File: src/rtl/core/dpsc_pkg.sv
// Shared types, register indexes, codes and segment table of the pedal sensor check.
`default_nettype none

package dpsc_pkg;

    // Configuration register indexes
    localparam logic [2:0] REG_FIRST_REST   = 3'd0;
    localparam logic [2:0] REG_FIRST_FULL   = 3'd1;
    localparam logic [2:0] REG_SECOND_REST  = 3'd2;
    localparam logic [2:0] REG_SECOND_FULL  = 3'd3;
    localparam logic [2:0] REG_WINDOW       = 3'd4;
    localparam logic [2:0] REG_DIVERGENCE   = 3'd5;
    localparam logic [2:0] REG_REFRESH      = 3'd6;

    // Register reset values
    localparam logic [9:0] RST_FIRST_REST  = 10'd833;
    localparam logic [9:0] RST_FIRST_FULL  = 10'd190;
    localparam logic [9:0] RST_SECOND_REST = 10'd413;
    localparam logic [9:0] RST_SECOND_FULL = 10'd87;
    localparam logic [9:0] RST_WINDOW      = 10'd10;
    localparam logic [6:0] RST_DIVERGENCE  = 7'd10;
    localparam logic [7:0] RST_REFRESH     = 8'd5;

    // Digit codes for the Err pattern
    localparam logic [3:0] CODE_E = 4'd10;
    localparam logic [3:0] CODE_R = 4'd11;

    // Fault causes
    localparam logic [1:0] CAUSE_NONE    = 2'd0;
    localparam logic [1:0] CAUSE_WINDOW  = 2'd1;
    localparam logic [1:0] CAUSE_DIVERGE = 2'd2;

    // Input commands
    localparam logic CMD_READING = 1'b0;
    localparam logic CMD_TICK    = 1'b1;

    localparam logic [6:0] PERCENT_MAX = 7'd100;

    typedef struct packed {
        logic [9:0] first_rest_value;
        logic [9:0] first_full_value;
        logic [9:0] second_rest_value;
        logic [9:0] second_full_value;
        logic [9:0] window_margin;
        logic [6:0] divergence_limit;
        logic [7:0] refresh_period;
    } cfg_t;

    typedef struct packed {
        logic       command;
        logic [9:0] first_reading;
        logic [9:0] second_reading;
    } in_item_t;

    typedef struct packed {
        logic [7:0] segment_drive;
        logic [2:0] digit_enable;
        logic       fault;
        logic [1:0] fault_cause;
        logic [6:0] pedal_level;
    } out_item_t;

    // Classified item passed from front to back; differences are 11-bit two's complement
    typedef struct packed {
        logic        is_tick;
        logic        window_fault;
        logic [10:0] diff1;
        logic [10:0] span1;
        logic [10:0] diff2;
        logic [10:0] span2;
    } cmd_item_t;

    function automatic logic [7:0] seg_pattern(input logic [3:0] code);
        logic [7:0] pat;
        begin
            unique case (code)
                4'd0:    pat = 8'h40;
                4'd1:    pat = 8'h79;
                4'd2:    pat = 8'h24;
                4'd3:    pat = 8'h30;
                4'd4:    pat = 8'h19;
                4'd5:    pat = 8'h12;
                4'd6:    pat = 8'h02;
                4'd7:    pat = 8'h78;
                4'd8:    pat = 8'h80;
                4'd9:    pat = 8'h18;
                4'd10:   pat = 8'h06;
                4'd11:   pat = 8'h2F;
                default: pat = 8'h00;
            endcase
            return pat;
        end
    endfunction

endpackage

`default_nettype wire

File: src/rtl/core/dual_pedal_sensor_check_display_top.sv
// Top level of the dual pedal sensor plausibility check with multiplexed display.
`default_nettype none

// Each item is either a pair of raw 10-bit pedal readings (command 0) or a one
// millisecond tick (command 1), and every item yields exactly one result item
// holding the latched segment pattern, digit enable, fault flag, fault cause
// and last valid pedal level. Items enter through a two-entry queue (push/full)
// and results leave through another two-entry queue (empty/pop), so the source
// and the sink stall independently. The front end runs the window check and
// queues the classified item; the back end carries it out one at a time. A tick
// or a reading pair that fails the window check goes straight to the result push.
// A reading pair that passes maps both sensors to a percent through one shared
// restoring divider (operand setup, saturation check, 7 quotient steps per
// sensor), then runs the divergence check and, if that passes, the decimal
// split, then the result push. After reset the display holds Err with no cause,
// digit enable reads 0 until the first refresh, and the first refresh shows
// digit 1. Configuration registers are written through cfg_write/cfg_index/
// cfg_data and must only change while the block is idle; index 7 is ignored.

module dual_pedal_sensor_check_display_top
    import dpsc_pkg::*;
#(
    parameter int DIGIT_COUNT = 3
) (
    input  wire logic      clk,
    input  wire logic      rst_n,
    // Item side
    input  wire logic      push,
    output logic           full,
    input  wire in_item_t  command_item,
    // Result side
    output logic           empty,
    input  wire logic      pop,
    output out_item_t      display_item,
    // Configuration write port
    input  wire logic       cfg_write,
    input  wire logic [2:0] cfg_index,
    input  wire logic [9:0] cfg_data
);

    cfg_t      cfg_reg, cfg_next;
    cmd_item_t cmd;
    logic      cmd_empty, cmd_pop;
    logic      res_full, res_push;
    out_item_t res;

    // Register file: write in place, ignore unknown indexes
    always_comb
    begin
        cfg_next = cfg_reg;
        if (cfg_write)
        begin
            unique case (cfg_index)
                REG_FIRST_REST:  cfg_next.first_rest_value  = cfg_data;
                REG_FIRST_FULL:  cfg_next.first_full_value  = cfg_data;
                REG_SECOND_REST: cfg_next.second_rest_value = cfg_data;
                REG_SECOND_FULL: cfg_next.second_full_value = cfg_data;
                REG_WINDOW:      cfg_next.window_margin     = cfg_data;
                REG_DIVERGENCE:  cfg_next.divergence_limit  = cfg_data[6:0];
                REG_REFRESH:     cfg_next.refresh_period    = cfg_data[7:0];
                default:         cfg_next = cfg_reg;
            endcase
        end
    end

    always_ff @(posedge clk or negedge rst_n)
    begin
        if (!rst_n)
        begin
            cfg_reg.first_rest_value  <= RST_FIRST_REST;
            cfg_reg.first_full_value  <= RST_FIRST_FULL;
            cfg_reg.second_rest_value <= RST_SECOND_REST;
            cfg_reg.second_full_value <= RST_SECOND_FULL;
            cfg_reg.window_margin     <= RST_WINDOW;
            cfg_reg.divergence_limit  <= RST_DIVERGENCE;
            cfg_reg.refresh_period    <= RST_REFRESH;
        end
        else
        begin
            cfg_reg <= cfg_next;
        end
    end

    // Front end: window check and classification, queued toward the back end
    dpsc_front u_front (
        .clk   (clk),
        .rst_n (rst_n),
        .cfg   (cfg_reg),
        .push  (push),
        .item  (command_item),
        .full  (full),
        .pop   (cmd_pop),
        .empty (cmd_empty),
        .cmd   (cmd)
    );

    // Back end: ticks, percent mapping, plausibility and display state
    dpsc_back #(
        .DIGIT_COUNT (DIGIT_COUNT)
    ) u_back (
        .clk       (clk),
        .rst_n     (rst_n),
        .cfg       (cfg_reg),
        .cmd_empty (cmd_empty),
        .cmd       (cmd),
        .cmd_pop   (cmd_pop),
        .res_full  (res_full),
        .res_push  (res_push),
        .res       (res)
    );

    // Result queue: hold finished items until the sink pops them
    dpsc_queue #(
        .WIDTH ($bits(out_item_t)),
        .DEPTH (2)
    ) u_res_queue (
        .clk   (clk),
        .rst_n (rst_n),
        .push  (res_push),
        .wdata (res),
        .full  (res_full),
        .pop   (pop),
        .rdata (display_item),
        .empty (empty)
    );

endmodule

`default_nettype wire

File: src/rtl/core/dpsc_queue.sv
// Small register FIFO with push/full and pop/empty sides.
`default_nettype none

module dpsc_queue #(
    parameter int WIDTH = 8,
    parameter int DEPTH = 2
) (
    input  wire logic             clk,
    input  wire logic             rst_n,
    input  wire logic             push,
    input  wire logic [WIDTH-1:0] wdata,
    output logic                  full,
    input  wire logic             pop,
    output logic [WIDTH-1:0]      rdata,
    output logic                  empty
);

    localparam int PTR_W = (DEPTH > 1) ? $clog2(DEPTH) : 1;
    localparam int CNT_W = $clog2(DEPTH + 1);

    logic [WIDTH-1:0] mem [DEPTH];
    logic [PTR_W-1:0] wr_ptr_reg, wr_ptr_next;
    logic [PTR_W-1:0] rd_ptr_reg, rd_ptr_next;
    logic [CNT_W-1:0] count_reg, count_next;
    logic             do_push, do_pop;

    assign full    = (count_reg == CNT_W'(DEPTH));
    assign empty   = (count_reg == '0);
    assign do_push = push && !full;
    assign do_pop  = pop && !empty;
    assign rdata   = mem[rd_ptr_reg];

    always_comb
    begin
        wr_ptr_next = wr_ptr_reg;
        rd_ptr_next = rd_ptr_reg;
        count_next  = count_reg;
        if (do_push)
        begin
            wr_ptr_next = (wr_ptr_reg == PTR_W'(DEPTH - 1)) ? '0 : wr_ptr_reg + 1'b1;
        end
        if (do_pop)
        begin
            rd_ptr_next = (rd_ptr_reg == PTR_W'(DEPTH - 1)) ? '0 : rd_ptr_reg + 1'b1;
        end
        if (do_push && !do_pop)
        begin
            count_next = count_reg + 1'b1;
        end
        else if (do_pop && !do_push)
        begin
            count_next = count_reg - 1'b1;
        end
    end

    always_ff @(posedge clk or negedge rst_n)
    begin
        if (!rst_n)
        begin
            wr_ptr_reg <= '0;
            rd_ptr_reg <= '0;
            count_reg  <= '0;
        end
        else
        begin
            wr_ptr_reg <= wr_ptr_next;
            rd_ptr_reg <= rd_ptr_next;
            count_reg  <= count_next;
        end
    end

    always_ff @(posedge clk)
    begin
        if (do_push)
        begin
            mem[wr_ptr_reg] <= wdata;
        end
    end

endmodule

`default_nettype wire

File: src/rtl/core/dpsc_front.sv
// Front end: accept items, run the window check and queue classified work for the back end.
`default_nettype none

module dpsc_front
    import dpsc_pkg::*;
(
    input  wire logic      clk,
    input  wire logic      rst_n,
    input  wire cfg_t      cfg,
    input  wire logic      push,
    input  wire in_item_t  item,
    output logic           full,
    input  wire logic      pop,
    output logic           empty,
    output cmd_item_t      cmd
);

    cmd_item_t cls;
    logic      out1, out2;

    // Window: min(rest,full)-margin .. max(rest,full)+margin, no wrap
    function automatic logic outside_window(
        input logic [9:0] r,
        input logic [9:0] rest,
        input logic [9:0] full_v,
        input logic [9:0] margin
    );
        logic [9:0]         lo_base, hi_base;
        logic signed [11:0] lo;
        logic [10:0]        hi;
        begin
            lo_base = (rest < full_v) ? rest : full_v;
            hi_base = (rest > full_v) ? rest : full_v;
            lo = $signed({2'b00, lo_base}) - $signed({2'b00, margin});
            hi = {1'b0, hi_base} + {1'b0, margin};
            return ($signed({2'b00, r}) < lo) || ({1'b0, r} > hi);
        end
    endfunction

    always_comb
    begin
        out1 = outside_window(item.first_reading, cfg.first_rest_value,
                              cfg.first_full_value, cfg.window_margin);
        out2 = outside_window(item.second_reading, cfg.second_rest_value,
                              cfg.second_full_value, cfg.window_margin);
        cls.is_tick      = (item.command == CMD_TICK);
        cls.window_fault = out1 || out2;
        cls.diff1 = {1'b0, item.first_reading}    - {1'b0, cfg.first_rest_value};
        cls.span1 = {1'b0, cfg.first_full_value}  - {1'b0, cfg.first_rest_value};
        cls.diff2 = {1'b0, item.second_reading}   - {1'b0, cfg.second_rest_value};
        cls.span2 = {1'b0, cfg.second_full_value} - {1'b0, cfg.second_rest_value};
    end

    dpsc_queue #(
        .WIDTH ($bits(cmd_item_t)),
        .DEPTH (2)
    ) u_cmd_queue (
        .clk   (clk),
        .rst_n (rst_n),
        .push  (push),
        .wdata (cls),
        .full  (full),
        .pop   (pop),
        .rdata (cmd),
        .empty (empty)
    );

endmodule

`default_nettype wire

File: src/rtl/core/dpsc_back.sv
// Back end: tick handling, percent mapping through a shared divider, and display state.
`default_nettype none

module dpsc_back
    import dpsc_pkg::*;
#(
    parameter int DIGIT_COUNT = 3
) (
    input  wire logic      clk,
    input  wire logic      rst_n,
    input  wire cfg_t      cfg,
    input  wire logic      cmd_empty,
    input  wire cmd_item_t cmd,
    output logic           cmd_pop,
    input  wire logic      res_full,
    output logic           res_push,
    output out_item_t      res
);

    localparam int AD_W = (DIGIT_COUNT > 1) ? $clog2(DIGIT_COUNT) : 1;

    localparam logic [2:0] S_IDLE   = 3'd0;
    localparam logic [2:0] S_PREP   = 3'd1;
    localparam logic [2:0] S_CHK    = 3'd2;
    localparam logic [2:0] S_DIV    = 3'd3;
    localparam logic [2:0] S_EVAL   = 3'd4;
    localparam logic [2:0] S_DIGITS = 3'd5;
    localparam logic [2:0] S_EMIT   = 3'd6;

    logic [2:0]      state_reg, state_next;
    logic            sel_reg, sel_next;
    logic [2:0]      cnt_reg, cnt_next;
    cmd_item_t       cmd_reg, cmd_next;
    logic [16:0]     rem_reg, rem_next;
    logic [16:0]     dsh_reg, dsh_next;
    logic [9:0]      den_reg, den_next;
    logic [6:0]      q_reg, q_next;
    logic            zero_reg, zero_next;
    logic            sat_reg, sat_next;
    logic [6:0]      p0_reg, p0_next;
    logic [6:0]      p1_reg, p1_next;
    logic [6:0]      avg_reg, avg_next;

    logic [3:0]      codes_reg [3];
    logic [3:0]      codes_next [3];
    logic [AD_W-1:0] ad_reg, ad_next;
    logic [7:0]      elapsed_reg, elapsed_next;
    logic [7:0]      seg_reg, seg_next;
    logic [2:0]      en_reg, en_next;
    logic [1:0]      cause_reg, cause_next;
    logic [6:0]      level_reg, level_next;
    logic            fault_reg, fault_next;

    // Combinational helpers
    logic [AD_W-1:0] ad_inc;
    logic [2:0]      digit_idx;
    logic [3:0]      digit_code;
    logic [10:0]     op_diff, op_span, neg_diff, neg_span;
    logic [9:0]      mag_diff;
    logic [16:0]     num;
    logic            step_take;
    logic [6:0]      q_final, p_final;
    logic [6:0]      pdiff;
    logic [7:0]      psum;
    logic [6:0]      low_part;
    logic [14:0]     tens_prod;
    logic [3:0]      tens, units;
    logic [6:0]      tens_x10;

    always_comb
    begin
        // Next digit position and its pattern
        ad_inc     = (ad_reg == AD_W'(DIGIT_COUNT - 1)) ? '0 : ad_reg + 1'b1;
        digit_idx  = 3'(ad_inc);
        digit_code = (digit_idx < 3'd3) ? codes_reg[digit_idx[1:0]] : 4'd0;

        // Divider operands for the selected sensor
        op_diff  = sel_reg ? cmd_reg.diff2 : cmd_reg.diff1;
        op_span  = sel_reg ? cmd_reg.span2 : cmd_reg.span1;
        neg_diff = ~op_diff + 11'd1;
        neg_span = ~op_span + 11'd1;
        mag_diff = op_diff[10] ? neg_diff[9:0] : op_diff[9:0];
        num      = 17'({mag_diff, 6'b0}) + 17'({mag_diff, 5'b0}) + 17'({mag_diff, 2'b0});

        // One restoring step
        step_take = (rem_reg >= dsh_reg);
        q_final   = {q_reg[5:0], step_take};
        if (zero_reg)
        begin
            p_final = 7'd0;
        end
        else if (sat_reg || (q_final > PERCENT_MAX))
        begin
            p_final = PERCENT_MAX;
        end
        else
        begin
            p_final = q_final;
        end

        // Plausibility
        pdiff = (p0_reg > p1_reg) ? p0_reg - p1_reg : p1_reg - p0_reg;
        psum  = {1'b0, p0_reg} + {1'b0, p1_reg};

        // Decimal split of the average (at most 100)
        low_part  = (avg_reg >= PERCENT_MAX) ? avg_reg - PERCENT_MAX : avg_reg;
        tens_prod = 15'(low_part) * 15'd205;
        tens      = tens_prod[14:11];
        tens_x10  = 7'({tens, 3'b0}) + 7'({tens, 1'b0});
        units     = 4'(low_part - tens_x10);
    end

    always_comb
    begin
        state_next   = state_reg;
        sel_next     = sel_reg;
        cnt_next     = cnt_reg;
        cmd_next     = cmd_reg;
        rem_next     = rem_reg;
        dsh_next     = dsh_reg;
        den_next     = den_reg;
        q_next       = q_reg;
        zero_next    = zero_reg;
        sat_next     = sat_reg;
        p0_next      = p0_reg;
        p1_next      = p1_reg;
        avg_next     = avg_reg;
        codes_next   = codes_reg;
        ad_next      = ad_reg;
        elapsed_next = elapsed_reg;
        seg_next     = seg_reg;
        en_next      = en_reg;
        cause_next   = cause_reg;
        level_next   = level_reg;
        fault_next   = fault_reg;
        cmd_pop      = 1'b0;
        res_push     = 1'b0;

        unique case (state_reg)
            S_IDLE:
            begin
                // Take work only with a free result slot, so the result push never stalls
                if (!cmd_empty && !res_full)
                begin
                    cmd_pop  = 1'b1;
                    cmd_next = cmd;
                    sel_next = 1'b0;
                    if (cmd.is_tick)
                    begin
                        if (elapsed_reg >= cfg.refresh_period)
                        begin
                            elapsed_next = 8'd0;
                            ad_next      = ad_inc;
                            en_next      = 3'b001 << digit_idx;
                            seg_next     = seg_pattern(digit_code);
                        end
                        else
                        begin
                            elapsed_next = elapsed_reg + 8'd1;
                        end
                        state_next = S_EMIT;
                    end
                    else if (cmd.window_fault)
                    begin
                        codes_next = '{CODE_E, CODE_R, CODE_R};
                        fault_next = 1'b1;
                        cause_next = CAUSE_WINDOW;
                        state_next = S_EMIT;
                    end
                    else
                    begin
                        state_next = S_PREP;
                    end
                end
            end
            S_PREP:
            begin
                // Scale numerator by 100; zero result on equal calibration, zero difference or opposite signs
                rem_next   = num;
                den_next   = op_span[10] ? neg_span[9:0] : op_span[9:0];
                zero_next  = (op_span == 11'd0) || (op_diff == 11'd0)
                             || (op_diff[10] != op_span[10]);
                state_next = S_CHK;
            end
            S_CHK:
            begin
                // Quotient of 128 or more clamps straight to 100
                sat_next   = (rem_reg >= {den_reg, 7'b0});
                dsh_next   = {1'b0, den_reg, 6'b0};
                q_next     = 7'd0;
                cnt_next   = 3'd6;
                state_next = S_DIV;
            end
            S_DIV:
            begin
                if (step_take)
                begin
                    rem_next = rem_reg - dsh_reg;
                end
                dsh_next = {1'b0, dsh_reg[16:1]};
                q_next   = q_final;
                cnt_next = cnt_reg - 3'd1;
                if (cnt_reg == 3'd0)
                begin
                    if (sel_reg)
                    begin
                        p1_next    = p_final;
                        state_next = S_EVAL;
                    end
                    else
                    begin
                        p0_next    = p_final;
                        sel_next   = 1'b1;
                        state_next = S_PREP;
                    end
                end
            end
            S_EVAL:
            begin
                if (pdiff > cfg.divergence_limit)
                begin
                    codes_next = '{CODE_E, CODE_R, CODE_R};
                    fault_next = 1'b1;
                    cause_next = CAUSE_DIVERGE;
                    state_next = S_EMIT;
                end
                else
                begin
                    avg_next   = psum[7:1];
                    state_next = S_DIGITS;
                end
            end
            S_DIGITS:
            begin
                codes_next = '{(avg_reg >= PERCENT_MAX) ? 4'd1 : 4'd0, tens, units};
                fault_next = 1'b0;
                cause_next = CAUSE_NONE;
                level_next = avg_reg;
                state_next = S_EMIT;
            end
            S_EMIT:
            begin
                res_push   = 1'b1;
                state_next = S_IDLE;
            end
            default:
            begin
                state_next = S_IDLE;
            end
        endcase
    end

    assign res.segment_drive = seg_reg;
    assign res.digit_enable  = en_reg;
    assign res.fault         = fault_reg;
    assign res.fault_cause   = cause_reg;
    assign res.pedal_level   = level_reg;

    always_ff @(posedge clk or negedge rst_n)
    begin
        if (!rst_n)
        begin
            state_reg   <= S_IDLE;
            sel_reg     <= 1'b0;
            cnt_reg     <= 3'd0;
            codes_reg   <= '{CODE_E, CODE_R, CODE_R};
            ad_reg      <= '0;
            elapsed_reg <= 8'd0;
            seg_reg     <= 8'd0;
            en_reg      <= 3'd0;
            cause_reg   <= CAUSE_NONE;
            level_reg   <= 7'd0;
            fault_reg   <= 1'b1;
        end
        else
        begin
            state_reg   <= state_next;
            sel_reg     <= sel_next;
            cnt_reg     <= cnt_next;
            codes_reg   <= codes_next;
            ad_reg      <= ad_next;
            elapsed_reg <= elapsed_next;
            seg_reg     <= seg_next;
            en_reg      <= en_next;
            cause_reg   <= cause_next;
            level_reg   <= level_next;
            fault_reg   <= fault_next;
        end
    end

    always_ff @(posedge clk)
    begin
        cmd_reg  <= cmd_next;
        rem_reg  <= rem_next;
        dsh_reg  <= dsh_next;
        den_reg  <= den_next;
        q_reg    <= q_next;
        zero_reg <= zero_next;
        sat_reg  <= sat_next;
        p0_reg   <= p0_next;
        p1_reg   <= p1_next;
        avg_reg  <= avg_next;
    end

endmodule

`default_nettype wire
File: config.mk
export PLATFORM = sky130hd
export DESIGN_NAME = dual_pedal_sensor_check_display_top
export DESIGN_NICKNAME = d
export VERILOG_FILES = /design/src/rtl/core/dpsc_pkg.sv /design/src/rtl/core/dual_pedal_sensor_check_display_top.sv /design/src/rtl/core/dpsc_queue.sv /design/src/rtl/core/dpsc_front.sv /design/src/rtl/core/dpsc_back.sv
export SDC_FILE = /design/constraint.sdc
export NUM_CORES = 1
export LEC_CHECK = 0
export BUFFER_PORTS_ARGS = -buffer_cell sky130_fd_sc_hd__buf_2
export CAP_MARGIN = 20
export CORE_ASPECT_RATIO = 1.75
export CORE_MARGIN = 5
export CORE_UTILIZATION = 49
export CTS_CLUSTER_SIZE = 30
export DETAILED_ROUTE_END_ITERATION = 10
export PLACE_DENSITY = 0.73
export SETUP_SLACK_MARGIN = 0.15
export SKIP_LAST_GASP = 1
export SYNTH_ARGS = -nofsm -noshare
export SYNTH_HDL_FRONTEND = slang
export SYNTH_SLANG_ARGS = --single-unit
export TNS_END_PERCENT = 10
File: constraint.sdc
create_clock -name clk -period 7.3 [get_ports clk]
set_input_delay 0 -clock clk [delete_from_list [all_inputs] [get_ports clk]]
set_output_delay 0 -clock clk [all_outputs]
set_load 0.1 [all_outputs]
==> results of run 1 <==
## metal layers
metal,vias up,part of all wire (%)
met5,-,0
li1,7520,-
met3,162,2.5
met2,326,55
met1,7506,35
met4,0,7.4
## Yosys cell counts (15+ instances only)
cell type  number
mux2_2        142
nor2b_1        36
a21oi_1       108
fa_1           27
nand2b_1       37
o21ai_0       135
and2_1         15
a21o_1         51
clkbuf_1       33
nor3_1         34
nand3_1        25
edfxtp_1      250
xnor2_1        60
mux2i_1        36
nand2_1       120
dfstp_2        34
xor2_1         51
dfrtp_1        84
nor2_1        104
o21a_1         17
inv_1         208
ha_1          241
## tightest hold or removal path: stages
cell and delay (ps):
buf_2 110, inv_1 90, ha_1 140, inv_1 40
## what timing repair did
action,4_1_cts,5_1_grt
resized for setup,0,1
setup endpoints to repair,0,1
hold endpoints to repair,119,9
setup buffers,0,0
hold buffers,16,1
## worst max path at each step
stage | endpoint | slack, ps
6_report | u_back.codes_reg[3] | 640
5_1_grt | u_back.codes_reg[3] | 280
4_1_cts | u_back.codes_reg[3] | 460
3_5_place_dp | u_back.codes_reg[3] | 490
3_3_place_gp | u_back.codes_reg[3] | 680
2_1_floorplan | u_back.codes_reg[3] | 1400
## logic make-up (layout without fill, tap and decap cells)
family	count (synthesis)	after routing	synth area share, %
adders and majority gates	268	268	15.5
DFF	368	368	45.8
muxes	179	179	8.60
buffers and inverters	254	365	4.32
xor gates and xnor gates	112	112	4.31
and+or+nand+nor	431	431	9.25
AOI/OAI and AO/OA	440	440	12.2
## metrics by stage
stage,instance area [sq um],hold slack (ps)
final,25200,27.7
after global routing,25200,37.2
after CTS,25100,5.05
after detailed placement,23900,211
after global placement,23900,193
after floorplan,22900,-296
## where the power goes
part           switching (mW)  internal, mW  total [mW]
registers               0.515          3.34        3.85
logic                    4.25          3.10        7.35
clock network           0.769         0.985        1.75
total                    5.53          7.42        13.0
## layout make-up
type,instances,area [sq um]
Timing Repair Buffer,97,654
Multi-Input combinational cell,1430,11400
Clock buffer,41,930
Fill cell,3947,21400
Tap cell,588,736
Sequential cell,368,10500
Inverter,208,781
Clock inverter,19,160
==> results.py, run 1 <==
metrics = {
    "final_layout": {
        "finalNetCount": 2446,
        "area_growth_pct": 10.0,
        "largest_register_ffs": 92,
        "mostFrequentLayoutCells": "edfxtp_1, ha_1, inv_1, mux2_2, o21ai_0",
        "layout-drive-gt1-share_pct": 16.0,
        "fin_cells": 2751,
        "post-route-util_pct": 54.1,
        "layout_commonest_cell": "edfxtp_1",
        "antenna_cells": 0,
    },
    "status": {
        "status": "finished, final reports clean",
    },
    "critical_path": {
        "reg2reg_from": "u_back.avg_reg[1]",
        "startpoint_type": "register",
        "critPathArrivalTime_ps": 7110,
        "crit_fanout": 7,
        "cp.depth": 28,
        "r2r_slack_ps": 640,
        "cpMostUsedCell": "ha_1",
        "r2r_cells": 28,
        "path_class": "register to register",
        "cp_top_family": "adder cells",
        "critPathCaptureType": "register",
        "r2r_end": "u_back.codes_reg[3]",
        "worst-path-buf-inv": 4,
        "worstPathRequired_ps": 7750,
        "cp_slowest_stage_delay_ps": 540,
        "crit_path_start": "u_back.avg_reg[1]",
        "cp_slowest_cell": "edfxtp_1",
    },
    "route": {
        "routed_wl_mm": 52.0,
        "final_antenna_net_count": 0,
        "drtPass1Iterations": 5,
        "wl_per_cell_um": 18.9,
        "via_per_inst": 5.64,
        "route.detailed.drc": 0,
        "vias": 15514,
        "drt_iter0_markers": 623,
    },
    "sta": {
        "slew_viol_final": 0,
        "worstMarginPinSlew_ps": 1100,
        "timing.fmax_mhz": 150,
        "skew_ps": 30.3,
        "relSlewSlack_pct": 26.4,
        "fin_crit_sh_pct": 91.3,
        "setup_viol": 0,
        "finalHoldViolCount": 0,
        "setup-tns-final_ps": 0,
        "rsz0062_at_grt": "no",
        "finalWorstSetupSlack_ps": 638,
        "period_minus_slack_ps": 6660,
    },
    "hold_path": {
        "hp-class": "input port to register",
        "min_delay_path_depth": 4,
        "hold_path_end": "u_front.u_cmd_queue.mem[1][11]",
        "worstHoldStart": "command_item[0]",
    },
    "global_routing": {
        "grt-busiest-layer": "met2",
        "grt_pass1_vias": 16371,
        "use_met1_pct": 19.8,
        "grt_util_all_layers_pct": 20.3,
        "antenna_found_initial": 0,
        "use_met2_pct": 40.6,
        "grt_overflow": 0,
        "grtUsageMet3_pct": 1.87,
        "grt_max_degree": 79,
        "grt_pass1_wl_mm": 83.9,
    },
    "synth": {
        "ys_ff_latch": 368,
        "synthesis.area_sq_um": 22900,
        "synth_top_area_share_pct": 32.8,
        "syn_inst": 2052,
        "yosys-top-cells-area": "edfxtp_1, ha_1, dfrtp_1, mux2_2, dfstp_2",
        "synth-edff-count": 250,
        "yosysSeqAreaShare_pct": 45.8,
        "yosys.cell_types.count": 81,
        "async_reset_ff_share_pct": 32.1,
        "ys_warn_count": 0,
        "synth_ff_type": "edfxtp_1",
        "synth.avg_cell_area_sq_um": 11.2,
        "yosys.area.top_type": "edfxtp_1",
        "syn_nets": 2359,
    },
    "clock_tree": {
        "cts_tree": "built",
        "clk_latency_ps": 520,
        "htree_levels": 2,
        "cts_root_buf": "clkbuf_16",
        "clockBufferDepth": 3,
        "cts.clk_slew.worst_paths_ps": 70,
        "clock-sinks": 368,
        "cts-buffers-inserted": 34,
    },
    "die": {
        "core_area_sq_um": 46600,
        "dieArea_sq_um": 51400,
        "fp.dieH_um": 296,
        "rows": 105,
        "num_io_pins": 62,
        "initial_utilization_pct": 49.1,
        "die_x_um": 173,
    },
    "place": {
        "dp_cells": 2671,
        "dp_slack_ps": 490,
        "hpwl_mm": 41.3,
        "io_buffers": 61,
        "gp_routability_congestion": 0.911,
    },
    "pwr": {
        "p_leak_nw": 10.8,
        "peakVddDrop_uv": 333,
        "p_total_mw": 13.0,
        "p_per_area_nw_per_um2": 514,
    },
    "flow_run": {
        "cap_violations": 0,
    },
}
(Power assumes the default switching activity.)
==> inputs of run 2 (changes only) <==
--- a/config.mk
+++ b/config.mk
@@ -7,7 +7,6 @@
 export LEC_CHECK = 0
 export BUFFER_PORTS_ARGS = -buffer_cell sky130_fd_sc_hd__buf_2
 export CAP_MARGIN = 20
-export CORE_ASPECT_RATIO = 1.75
 export CORE_MARGIN = 5
 export CORE_UTILIZATION = 49
 export CTS_CLUSTER_SIZE = 30
@@ -17,5 +16,6 @@
 export SKIP_LAST_GASP = 1
 export SYNTH_ARGS = -nofsm -noshare
 export SYNTH_HDL_FRONTEND = slang
+export SYNTH_HIERARCHICAL = 1
 export SYNTH_SLANG_ARGS = --single-unit
 export TNS_END_PERCENT = 10
==> run 2 against run 1 <==
  * Cell area up 3.3%
  * Clock skew down 8.9 ps
  * Worst hold slack better by 3.9 ps
  * Core utilization up 0.61 points
  * Sequential share of layout area down 1.3 points
  * Register-to-register slack better by 750 ps
  * Sequential power down 8.8%
  * Routed wire length up 0.35%
  * Clock-buffer cell count up 5
  * Combinational power down 15%
==> results.py, run 2 <==
metrics = {
    "clock_tree": {
        "clockBufferDepth": 3,
        "cts.clk_slew.worst_paths_ps": 60,
        "cts_tree": "built",
        "clock-sinks": 368,
        "htree_levels": 2,
        "clk_latency_ps": 560,
        "postCtsHoldBufs": 18,
        "cts-buffers-inserted": 39,
        "ctsResizeCount": 0,
        "cts_root_buf": "clkbuf_16",
        "cts_setup_buffers": 0,
    },
    "sta": {
        "setup_viol": 0,
        "fin_crit_sh_pct": 81.0,
        "period_minus_slack_ps": 5910,
        "finalHoldViolCount": 0,
        "finalWorstSetupSlack_ps": 1390,
        "relSlewSlack_pct": 30.9,
        "slew_viol_final": 0,
        "worstMarginPinSlew_ps": 1040,
        "skew_ps": 21.4,
        "rsz0062_at_grt": "no",
        "fin_hold_ws_ps": 31.6,
        "timing.fmax_mhz": 169,
        "setup-tns-final_ps": 0,
    },
    "synth": {
        "synthXorXnorAreaFrac_pct": 4.52,
        "syn_nets": 2355,
        "syn_inst": 2048,
        "synth_top_family_by_area": "adder cells",
        "ys_warn_count": 6,
        "yosys-top-cells-area": "edfxtp_1, ha_1, dfrtp_1, mux2_4, mux2_2",
        "yosysMostFrequentCell": "edfxtp_1",
        "synth-simple-area-share_pct": 9.71,
        "synthesis.area_sq_um": 23500,
        "synth_ff_type": "edfxtp_1",
        "synth-adder-area-share_pct": 15.1,
        "async_reset_ff_share_pct": 32.1,
        "synth-edff-count": 250,
        "yosys.cell_types.count": 86,
        "synth.avg_cell_area_sq_um": 11.5,
        "synth_top_area_share_pct": 31.9,
        "yosys.area.top_type": "edfxtp_1",
        "synth_compound_area_share_pct": 10.6,
        "ys_ff_latch": 368,
        "muxShareOfSynthArea_pct": 11.1,
        "yosysSeqAreaShare_pct": 44.6,
        "ys_top_cells_by_count": "edfxtp_1, ha_1, inv_1",
    },
    "final_layout": {
        "area_growth_pct": 10.7,
        "finalNetCount": 2443,
        "layout-drive-gt1-share_pct": 18.0,
        "post-route-util_pct": 54.7,
        "antenna_cells": 0,
        "largest_register_ffs": 92,
        "layout_commonest_cell": "edfxtp_1",
        "fin_cells": 2782,
        "final_area_sq_um": 26100,
        "mostFrequentLayoutCells": "edfxtp_1, ha_1, inv_1, nor2_1, o21ai_0",
    },
    "pwr": {
        "p_leak_nw": 11.3,
        "p_per_area_nw_per_um2": 457,
        "peakVddDrop_uv": 263,
        "p_total_mw": 11.9,
    },
    "critical_path": {
        "critPathArrivalTime_ps": 6180,
        "cpMostUsedCell": "ha_1",
        "cp_slowest_cell": "a41oi_2",
        "worstPathRequired_ps": 7570,
        "startpoint_type": "register",
        "critPathCaptureType": "register",
        "path_class": "register to register",
        "crit_fanout": 12,
        "cp_slowest_stage_delay_ps": 780,
        "crit_chain": "inv_1 -> ha_1 -> nor2b_1 -> o2111ai_1 -> a32oi_1 -> a21oi_2 -> a41oi_2 -> mux2_4 -> ha_1 -> nor2b_1 -> o21ai_0 -> a21oi_1 -> o21ai_0 -> xor2_1 -> ha_1 -> nand4_1 -> nor3_1 -> nor4_1 -> nor2_1 -> o311ai_0",
    },
    "route": {
        "route.detailed.drc": 0,
        "via_per_inst": 5.62,
        "drtPass1Iterations": 5,
        "routed_wl_mm": 52.2,
        "wl_per_cell_um": 18.8,
        "vias": 15646,
        "final_antenna_net_count": 0,
        "drt_iter0_markers": 1065,
    },
    "hold_path": {
        "hp-class": "input port to register",
    },
    "die": {
        "rows": 80,
        "die_x_um": 229,
        "fp.dieH_um": 229,
        "dieArea_sq_um": 52500,
        "core_area_sq_um": 47600,
        "num_io_pins": 62,
        "initial_utilization_pct": 49.4,
    },
    "global_routing": {
        "use_met2_pct": 33.9,
        "grt_pass1_wl_mm": 84.0,
        "grt_max_degree": 78,
        "grt-busiest-layer": "met2",
        "grt_overflow": 0,
        "antenna_found_initial": 0,
        "grtUsageMet3_pct": 2.72,
        "use_met1_pct": 25.3,
        "grt_pass1_vias": 15932,
        "grt_util_all_layers_pct": 19.5,
    },
    "status": {
        "status": "finished, final reports clean",
    },
    "place": {
        "io_buffers": 61,
        "gp_routability_congestion": 0.968,
        "hpwl_mm": 39.3,
        "dp_cells": 2692,
        "dp_slack_ps": 1460,
        "postPlaceCellArea_sq_um": 24500,
    },
    "flow_run": {
        "cap_violations": 0,
    },
}
[run 2: cells by family after synthesis]
logic type / count (synthesis)
and+or+nand+nor: 451
DFF: 368
buffers and inverters: 240
xor gates and xnor gates: 119
muxes: 208
AOI/OAI and AO/OA: 394
adders and majority gates: 268
[run 2: path summary, 6_finish.rpt]
kind | start | endpoint | slack (ps) | cells after the start
worst min-delay path | command_item[6] | u_front/u_cmd_queue/mem[1][17] | 30 | 3
min in group asynchronous | rst_n | u_back/sel_reg | 400 | 3
worst min register to register | u_back/level_reg[4] | u_res_queue/mem[0][4] | 470 | 0
max in group asynchronous | rst_n | cfg_reg[45] | 5650 | 4
worst max-delay path | cfg_reg[36] | u_front/u_cmd_queue/mem[0][44] | 1390 | 20
worst max register to register | cfg_reg[36] | u_front/u_cmd_queue/mem[0][44] | 1390 | 20
[run 2: per-layer routing]
layer	vias to the layer above	part of all wire (%)
met4	0	3.4
met1	7616	44
met2	370	49
li1	7566	-
met5	-	0
met3	94	4.1
[run 2: layout make-up]
type,count,area [sq um]
clock buffer,46,1020
clock inverter,26,372
fill,3962,21600
inverter,193,724
multi-input combinational,1440,12000
sequential,368,10500
tap,615,769
timing repair buffer,94,611
[run 2: worst max-delay path, delay by kind of cell (launching register included)]
kind | cells | cell delay (ps)
and+or+nand+nor | 6 | 800
adders and majority gates | 3 | 840
AOI/OAI and AO/OA | 8 | 2810
buffers and inverters | 1 | 140
muxes | 1 | 360
xor gates and xnor gates | 1 | 190
DFF | 1 | 490
[run 2: power by group]
part / switching (mW) / internal [mW]
clock network: 0.828 / 1.33
registers: 0.373 / 3.14
logic: 3.61 / 2.63
==> inputs of run 3 (changes only) <==
--- a/config.mk
+++ b/config.mk
@@ -11,7 +11,7 @@
 export CORE_UTILIZATION = 49
 export CTS_CLUSTER_SIZE = 30
 export DETAILED_ROUTE_END_ITERATION = 10
-export PLACE_DENSITY = 0.73
+export PLACE_DENSITY = 0.76
 export SETUP_SLACK_MARGIN = 0.15
 export SKIP_LAST_GASP = 1
 export SYNTH_ARGS = -nofsm -noshare
==> constraint.sdc (replaced) <==
create_clock -name clk -period 4.9 [get_ports clk]
set_input_delay 0 -clock clk [delete_from_list [all_inputs] [get_ports clk]]
set_output_delay 0 -clock clk [all_outputs]
set_load 0.1 [all_outputs]
==> run 3 against run 2 <==
  * The run now ends with setup timing left
  * Register-to-register slack worse by 1500 ps
  * Clock power is 33% higher
  * Non-clock buffer count rose by 148
  * Worst hold slack better by 35 ps
  * Sequential cell count is the same
  * Fmax grew 17%
  * Worst setup slack lost 1500 ps
  * Critical endpoint is now u_front/u_cmd_queue/mem[1][44]
  * Highest routed layer unchanged
==> results.py, run 3 (synthesis results as in run 2) <==
metrics = {
    "status": {
        "status": "finished, violations left",
        "violations": "setup timing",
    },
    "critical_path": {
        "critPathArrivalTime_ps": 5310,
        "crit_fanout": 5,
        "startpoint_type": "register",
        "critPathCaptureType": "register",
        "path_class": "register to register",
        "worstPathRequired_ps": 5170,
    },
    "die": {
        "core_area_sq_um": 47600,
        "rows": 80,
        "dieArea_sq_um": 52500,
        "num_io_pins": 62,
        "initial_utilization_pct": 49.4,
        "fp.dieH_um": 229,
        "die_x_um": 229,
    },
    "sta": {
        "fin_crit_sh_pct": 103,
        "period_minus_slack_ps": 5030,
        "timing.fmax_mhz": 199,
        "setup-tns-final_ps": -379,
        "worstMarginPinSlew_ps": 1080,
        "slew_viol_final": 0,
        "finalWorstSetupSlack_ps": -132,
        "rsz0062_at_grt": "yes",
        "skew_ps": 19.8,
        "setup_viol": 3,
        "finalHoldViolCount": 0,
        "relSlewSlack_pct": 28.2,
    },
    "route": {
        "top_layer_used": "met4",
        "final_antenna_net_count": 0,
        "m1WireLength_mm": 23.6,
        "route.detailed.drc": 0,
        "vias": 16488,
        "routed_wl_mm": 55.3,
        "drtPass1Iterations": 5,
        "wl_met3_mm": 2.09,
        "drt_iter0_markers": 900,
        "wl_met2_mm": 27.0,
        "wl_per_cell_um": 18.9,
        "via_per_inst": 5.63,
    },
    "pwr": {
        "p_total_mw": 18.4,
        "p_per_area_nw_per_um2": 667,
        "peakVddDrop_uv": 477,
        "p_leak_nw": 12.0,
    },
    "final_layout": {
        "mostFrequentLayoutCells": "edfxtp_1, ha_1, inv_1, buf_4, nor2_1",
        "post-route-util_pct": 57.9,
        "largest_register_ffs": 92,
        "seq_area_sq_um": 10500,
        "layout-drive-gt1-share_pct": 26.7,
        "fillers": 3813,
        "layout_commonest_cell": "edfxtp_1",
        "area_growth_pct": 17.2,
        "antenna_cells": 0,
        "finalNetCount": 2591,
        "multi_input_area_sq_um": 12600,
    },
    "place": {
        "dp_slack_ps": -222,
        "io_buffers": 61,
        "gp_routability_congestion": 0.929,
        "hpwl_mm": 41.1,
    },
    "global_routing": {
        "antenna_found_initial": 0,
        "grt_max_degree": 72,
        "grt_util_all_layers_pct": 20.6,
        "grt_overflow": 0,
        "grt_pass1_vias": 17056,
        "grt_pass1_wl_mm": 88.6,
    },
    "clock_tree": {
        "cts-buffers-inserted": 39,
        "cts_root_buf": "clkbuf_16",
        "clock-sinks": 368,
        "clk_latency_ps": 540,
        "cts.clk_slew.worst_paths_ps": 60,
        "cts_tree": "built",
        "htree_levels": 2,
        "clockBufferDepth": 3,
    },
    "flow_run": {
        "cap_violations": 0,
    },
    "hold_path": {
        "hp-class": "input port to register",
    },
}
==> run 3: cell types whose count changed in the layout (fill, tap and decap cells not counted), moves of 9 or more <==
cell	previous run	this run
ha_1	241	215
buf_4	16	159
inv_2	0	9
o21ai_0	116	107
a21oi_1	107	98
nor2_1	130	121
ha_4	0	18
inv_1	193	183
==> run 3: final cells by class <==
| cell class | count | area share [%] |
|---|---|---|
| multi-input combinational | 1440 | 45.7 |
| sequential | 368 | 38.1 |
| timing repair buffer | 242 | 6.32 |
| clock buffer | 56 | 4.03 |
| tap | 615 | 2.79 |
| inverter | 193 | 2.64 |
| clock inverter | 15 | 0.472 |
==> run 3: path summary, 6_finish.rpt <==
| path | startpoint | end | slack (ps) | cells after the start |
|---|---|---|---|---|
| max | cfg_reg[42] | u_front/u_cmd_queue/mem[1][44] | -130 | 21 |
| min | command_item[13] | u_front/u_cmd_queue/mem[1][36] | 70 | 3 |
| max reg2reg | cfg_reg[42] | u_front/u_cmd_queue/mem[1][44] | -130 | 21 |
| min reg2reg | u_back/seg_reg[4] | u_res_queue/mem[0][17] | 470 | 0 |
| max in group asynchronous | rst_n | u_back/seg_reg[7] | 3550 | 3 |
| min in group asynchronous | rst_n | cfg_reg[59] | 180 | 2 |
==> run 3: through the flow <==
step           area (sq um)  hold WS, ps  cells
6_report              27600         66.9   2929
5_1_grt               27600         65.9   2929
4_1_cts               27300         33.8   2919
3_5_place_dp          25400          196   2812
3_3_place_gp          25400          179   2811
2_1_floorplan         23600         -296   2048
==> run 3: timing repair <==
| action | CTS | global route |
|---|---|---|
| gates resized for setup | 63 | 48 |
| gates cloned | 1 | 0 |
| hold buffers | 17 | 0 |
| buffers inserted | 18 | 10 |
| setup endpoints to repair | 6 | 12 |
| hold endpoints to repair | 118 | 0 |
| pin swaps | 49 | 57 |
==> run 3: power by group <==
part	switching, mW	total, mW	internal, mW	leakage [nW]
sequential	0.524	5.20	4.67	3.73
clock	1.21	2.86	1.65	0.604
combinational	5.77	10.4	4.58	7.67
==> run 3: critical path: stages, from the launching register on <==
cell      delay, ps
dfstp_2         540
inv_2            50
ha_4            150
or4_4           540
nor2_4          100
a32oi_2         130
a21oi_2         230
buf_12          150
mux2_2          330
ha_2            180
or3_4           400
or2_4           240
a41o_1          240
a21oi_2         150
xor2_1          180
ha_1            300
a21oi_2         170
nand2_1          90
nor3_2          140
a32oi_1          80
a32oi_2         220
o311ai_2        150
==> run 3: metal layers <==
metal | track usage, % | vias up
li1 | - | 7856
met1 | 26.1 | 8048
met2 | 35.9 | 438
met3 | 2.17 | 146
met4 | 8.96 | 0
met5 | 0 | -
